### src/rtl/rhps_div.sv
// rhps_div: restoring divider giving num/den and a nonzero-remainder flag, one quotient bit a cycle.
// Depends on nothing.
`timescale 1ns / 1ps
module rhps_div #(
   parameter int NW = 28,
   parameter int DW = 20
) (
   input  logic          clock,
   input  logic          reset,
   input  logic          start,
   input  logic [NW-1:0] num,
   input  logic [DW-1:0] den,
   output logic          busy,
   output logic [NW-1:0] quot,
   output logic          rem_nz
);
   localparam int CW = $clog2(NW + 1);
   logic [NW-1:0] q_ff, q_in;
   logic [DW:0]   r_ff, r_in;
   logic [DW-1:0] d_ff;
   logic [CW-1:0] n_ff, n_in;
   logic [DW+1:0] trial;

   always_comb begin
      trial = {r_ff, q_ff[NW-1]} - {2'b0, d_ff};
      q_in = q_ff; r_in = r_ff; n_in = n_ff;
      if (start) begin
         q_in = num; r_in = '0; n_in = CW'(NW);
      end else if (n_ff != '0) begin
         n_in = n_ff - CW'(1);
         if (!trial[DW+1]) begin
            r_in = trial[DW:0];
            q_in = {q_ff[NW-2:0], 1'b1};
         end else begin
            r_in = {r_ff[DW-1:0], q_ff[NW-1]};
            q_in = {q_ff[NW-2:0], 1'b0};
         end
      end
   end

   always_ff @(posedge clock) begin
      q_ff <= q_in; r_ff <= r_in;
      if (reset) begin
         n_ff <= '0;
      end else begin
         n_ff <= n_in;
      end
      if (start) begin
         d_ff <= den;
      end
   end

   assign busy   = (n_ff != '0);
   assign quot   = q_ff;
   assign rem_nz = (r_ff != '0);
endmodule

### config.mk
export PLATFORM = sky130hd
export DESIGN_NAME = rhps_div
export DESIGN_NICKNAME = d
export VERILOG_FILES = /design/src/rtl/rhps_div.sv
export SDC_FILE = /design/constraint.sdc
export NUM_CORES = 1
export LEC_CHECK = 0
export ABC_AREA = 0
export BUFFER_PORTS_ARGS = -buffer_cell sky130_fd_sc_hd__buf_4
export CORE_MARGIN = 1.5
export CORE_UTILIZATION = 50
export CTS_CLUSTER_DIAMETER = 60
export DETAILED_ROUTE_END_ITERATION = 12
export MAX_ROUTING_LAYER = met4
export PLACE_DENSITY_LB_ADDON = 0.15
export SYNTH_ARGS = -nofsm -noshare
export SYNTH_HDL_FRONTEND = slang
export SYNTH_SLANG_ARGS = --single-unit
### constraint.sdc
create_clock -name clock -period 5.9 [get_ports clock]
set_input_delay 0 -clock clock [delete_from_list [all_inputs] [get_ports clock]]
set_output_delay 0 -clock clock [all_outputs]
set_load 0.005 [all_outputs]
==> results of run 1 <==
placed cells by master (no fill, tap or decap), types with 18 or more instances in the layout:
cell type      Yosys  routed
buf_4              2      81
dlygate4sd3_1      0      49
edfxtp_1          48      48
nor2_1            39      39
mux2_2            29      29
inv_1             27      27
dfxtp_1           26      26
a21oi_1           24      24
ha_1              21      21
nand2_1           18      18
worst max-delay path: stages, from the launching register on:
cell and delay [ns]:
dfxtp_1 0.35, ha_1 0.42, a21oi_2 0.27, o211ai_1 0.12
a311oi_1 0.36, o211ai_2 0.23, xor2_4 0.80, o2111ai_1 0.21
a311oi_1 0.30
worst min-delay path by stage:
| stage | startpoint | to | cells past startpoint |
|---|---|---|---|
| 2_1_floorplan | reset | n_ff[2] | 1 |
| 3_3_place_gp | den[17] | d_ff[17] | 1 |
| 3_5_place_dp | den[10] | d_ff[10] | 1 |
| 4_1_cts | start | quot[10] | 2 |
| 5_1_grt | start | quot[11] | 2 |
| 6_report | start | quot[12] | 2 |
cell type report:
cell class | count | share of cell area (%)
Tap cell | 105 | 2.31
Timing Repair Buffer | 130 | 19.3
Sequential cell | 74 | 34.5
Multi-Input combinational cell | 290 | 38.2
Inverter | 28 | 1.85
Clock buffer | 13 | 2.79
Clock inverter | 3 | 1.12
sequential cells by signal, indices dropped and copies added, names as in the netlist:
register / cells
quot: 28
r_ff: 21
n_ff: 5
d_ff: 20
cells by family (layout without fill, tap and decap cells):
kind of cell	after synthesis	count (layout)	share of synthesized area, %
DFF	74	74	45.1
muxes	42	42	10.5
and+or+nand+nor	121	121	14.3
AOI/OAI and AO/OA	93	93	15.8
xor gates and xnor gates	12	12	2.59
buffers and inverters	50	174	5.07
adders and majority gates	22	22	6.51
power groups by stage:
| stage | sequential (mW) | clock (mW) | combinational [mW] |
|---|---|---|---|
| floorplan | 0.757 | 0 | 0.907 |
| global placement | 0.782 | 0 | 1.12 |
| detailed placement | 0.784 | 0 | 1.14 |
| CTS | 0.775 | 0.460 | 1.17 |
| global route | 0.790 | 0.476 | 1.30 |
| finish | 0.774 | 0.453 | 1.17 |
repair_timing:
item                      CTS  global route
hold buffers               49             0
hold endpoints to repair   53             0
setup buffers               0             0
routing by layer:
layer	wire, um	global-route usage, %	vias to the layer above
li1	-	-	1777
met1	4530	29.5	1705
met2	4740	39.0	107
met3	560	5.85	18
met4	197	9.07	0
met5	0	-	-
per-stage QoR:
| stage | utilization, % | power [mW] | hold WS (ns) | instance area, sq um |
|---|---|---|---|---|
| 6_report | 68.6 | 2.40 | 0.179 | 5690 |
| 5_1_grt | 68.6 | 2.57 | 0.178 | 5690 |
| 4_1_cts | 68.6 | 2.41 | 0.160 | 5690 |
| 3_5_place_dp | 60.0 | 1.92 | 0.179 | 4980 |
| 3_3_place_gp | 60.0 | 1.90 | 0.179 | 4980 |
| 2_1_floorplan | - | 1.66 | 0.0691 | 4350 |
==> results.toml, run 1 <==
[power]
power_density_nw_per_um2 = 422
peakVddDrop_mv = 0.198
pwr-share-seq_pct = 32.2
swShare_pct = 38.3
pwr-share-clk_pct = 18.9
combPwrFrac_pct = 48.9
leakage_nw = 2.38
p_int_mw = 1.48
p_switching_uw = 919

[detailed_routing]
drt_iter0_drc = 141
drt_first_pass_iters = 4
drc = 0
ant_nets = 0
post_drt_wl_per_cell_um = 15.6
num_vias = 3607
routed_via_density = 5.61
routed_wl_um = 10000

[status]
status = "finished clean"

[synth]
synth_top_area_share_pct = 33.2
synth_common_cells = "edfxtp_1 (48), nor2_1 (39), mux2_2 (29)"
syn-cell-area_sq_um = 4350
synth.avg_cell_area_sq_um = 10.5
synth_top_area_cell = "edfxtp_1"
synth_edf_count = 48
synthMostInstantiatedCell = "edfxtp_1"
ys_types = 62
ys_seq_elements = 74
synthCells = 414
async_flop_share_pct = 0
synth_nets = 487
synthTopCellsByArea = "edfxtp_1 (33%), dfxtp_1 (12%), mux2_2 (7.5%)"
synth_flop_cell = "edfxtp_1"
yosysSeqAreaShare_pct = 45.1
yosys_warnings = 0

[die]
std_cell_rows = 33
die_x_um = 96.2
start_util_pct = 52.4
io_pins = 81
die_area_sq_um = 9260
die_y_um = 96.2
core_area_sq_um = 8300

[clock_tree]
path_clk_slew_ns = 0.08
h-tree-depth = 3
clockRootBuffer = "clkbuf_8"
clock-sinks = 74
tritoncts = "yes"
clkLatencyLatePin_ns = 0.35
cts_buffers = 9
ctsLongestPathBuffers = 2
cts_resized = 0

[layout]
n_antenna_cell = 0
drive_gt1_share_pct = 26.6
fill_cells = 607
finish.net_count = 606
final-seq-area_sq_um = 1960
final_cell_count_no_fill = 643
multi_input_area_sq_um = 2170
area_delta_synth_final_pct = 31.0

[grt]
overflow = 0
grt_pass1_vias = 3621
grt_pass1_wl_um = 16700
antenna_found_initial = 0
grt_max_degree = 60
grt.total_usage_pct = 24.2

[timing]
setup_tns_ns = 0
hold_violations = 0
period_share_pct = 53.3
rsz0062_at_grt = "false"
max_freq_ghz = 0.318
finalMaxSlewViolations = 0
slew_headroom_pct = 20.8
fin_skew_ns = 0.0143
setup-violations-final = 0
fin_crit_ns = 3.14
setup_slack_ns = 2.76
tightestPinTransition_ns = 1.19

[critical_path]
rrSetupSlack_ns = 2.76
ff2ff_path_depth = 8
worstPathArrival_ns = 3.41
r2r-end = "r_ff[19]"
crit_fanout = 30
crit_required_ns = 6.17
critPathCaptureType = "flop"
setup.worst_path.end = "r_ff[19]"
critPathLaunchType = "flop"
rr_startpoint = "r_ff[13]"
crit_type = "reg -> reg"
setup.worst_path.start = "r_ff[13]"

[placed_design]
dp.cells = 578
post-place-ws_ns = 2.73
dpl.hpwl_um = 6570
io_buffers = 80
finalWeightedCongestion = 0.905

[flow_run]
cap_violations = 0

[min_path]
hold_path.class = "in -> reg"
Note: power is estimated with default switching activity, not from simulation.
==> run 2, diff against run 1 <==
==> constraint.sdc (replaced) <==
create_clock -name clock -period 2.7 [get_ports clock]
set_input_delay 0 -clock clock [delete_from_list [all_inputs] [get_ports clock]]
set_output_delay 0 -clock clock [all_outputs]
set_load 0.005 [all_outputs]
==> run 2 against run 1 <==
Critical path depth grew 1. Register-to-register slack lost 2.6 ns. Setup slack lost 2.6 ns. Hold slack lost 0.038 ns. Utilization grew 1.9 points. Cell count grew 2.8%. Clock-buffer cell count shrank 3. Wire length grew 4.1%. Die area is the same. Cell area grew 2.8%.
==> results.toml, run 2 (synthesized netlist as in run 1, its figures left out) <==
[status]
status = "finished clean"

[layout]
largest_reg_flops = 28
finish.net_count = 624
n_antenna_cell = 0
layout.cells.most_common = "buf_4"
final_cell_count_no_fill = 661
drive_gt1_share_pct = 31.3
area_delta_synth_final_pct = 34.7
final_cell_mix = "buf_4 (98), dlygate4sd3_1 (49), edfxtp_1 (48), nor2_1 (39), mux2_2 (29)"
final_cell_area_sq_um = 5850

[critical_path]
path_cells = "inv_1 > ha_2 > a21oi_4 > o211ai_1 > a221oi_2 > o211ai_2 > xor2_2 > buf_4 > mux2_2"
critPathBufInv = 2
slowest_stage = "edfxtp_1"
critPathCaptureType = "flop"
critical-path-top-delay-family = "compound AO/OA/AOI/OAI gates"
worstPathArrival_ns = 2.63
critPathLaunchType = "flop"
setup.worst_path.start = "d_ff[11]"
crit_fanout = 10
rr_startpoint = "d_ff[11]"
crit_type = "reg -> reg"
critPathMaxStageDelay_ns = 0.37
crit_required_ns = 2.81

[detailed_routing]
post_drt_wl_per_cell_um = 15.8
drt_iter0_drc = 188
ant_nets = 0
drc = 0
drt_first_pass_iters = 4
routed_via_density = 5.61
routed_wl_um = 10400
num_vias = 3711

[power]
peakVddDrop_mv = 0.463
power_density_nw_per_um2 = 920
total_power_mw = 5.38
leakage_nw = 2.45

[die]
die_x_um = 96.2
std_cell_rows = 33
io_pins = 81
start_util_pct = 52.4
core_area_sq_um = 8300
die_area_sq_um = 9260
die_y_um = 96.2

[placed_design]
finalWeightedCongestion = 0.958
dpl.hpwl_um = 6990
dp.cells = 594
io_buffers = 80
dpl_cell_area_sq_um = 5090

[clock_tree]
tritoncts = "yes"
h-tree-depth = 3
cts_buffers = 9
path_clk_slew_ns = 0.09
clock-sinks = 74
clkLatencyLatePin_ns = 0.36
clockRootBuffer = "clkbuf_8"
ctsLongestPathBuffers = 2

[timing]
setup-violations-final = 0
fin_crit_ns = 2.52
period_share_pct = 93.5
max_freq_ghz = 0.396
fin_hold_ws_ns = 0.140
fin_skew_ns = 0.00964
tightestPinTransition_ns = 0.566
hold_violations = 0
rsz0062_at_grt = "true"
setup_tns_ns = 0
slew_headroom_pct = 62.2
finalMaxSlewViolations = 0

[grt]
overflow = 0
grt_max_degree = 41
grt_pass1_vias = 3604
grt_pass1_wl_um = 16700
grt.total_usage_pct = 24.6
antenna_found_initial = 0

[min_path]
min_from = "start"
hold_path.class = "in -> reg"

[flow_run]
cap_violations = 0
[run 2: final cells by class]
class / instances / area, sq um
Fill cell: 623 / 2450
Sequential cell: 74 / 1960
Multi-Input combinational cell: 290 / 2220
Inverter: 28 / 105
Timing Repair Buffer: 148 / 1240
Tap cell: 105 / 131
Clock inverter: 6 / 66.3
Clock buffer: 10 / 128
[run 2: final timing paths]
kind	depth (start not counted)	end	slack (ns)
worst max-delay path	9	quot[0]	0.18
worst min-delay path	1	d_ff[4]	0.14
worst max register to register	9	quot[0]	0.18
worst min register to register	2	n_ff[1]	0.53
[run 2: repair_timing]
action | in CTS | in global routing
setup endpoints to repair | 0 | 21
resized for setup | 0 | 14
hold buffers | 49 | 0
hold endpoints to repair | 53 | 0
buffers inserted | 0 | 2
[run 2: power by group]
| group | leakage, nW | switching, mW | internal, mW |
|---|---|---|---|
| Combinational | 1.66 | 1.46 | 1.37 |
| Clock | 0.0889 | 0.447 | 0.429 |
| Sequential | 0.704 | 0.209 | 1.47 |
| Total | 2.45 | 2.12 | 3.27 |
[run 2: layer usage]
layer / vias to the layer above / global-route usage, % / part of all wire (%)
li1: 1806 / - / -
met1: 1767 / 29.0 / 44
met2: 119 / 41.4 / 49
met3: 19 / 4.74 / 5.1
met4: 0 / 9.19 / 1.7
met5: - / - / 0
[run 2: worst reg2reg max path: cells and delay by family (launching register included)]
family | cells | cell delay [ns]
AO/OA/AOI/OAI | 4 | 0.86
XOR/XNOR | 1 | 0.19
adder cells (fa/ha/maj) | 1 | 0.34
buffers and inverters | 2 | 0.26
flip-flops | 1 | 0.37
multiplexers | 1 | 0.26
[run 2: through the flow]
stage	utilization, %	setup WS, ns
after floorplan	-	0.303
after global placement	61.3	0.127
after detailed placement	61.3	0.0982
after CTS	69.6	0.0711
after global routing	70.5	-0.0628
final	70.5	0.175
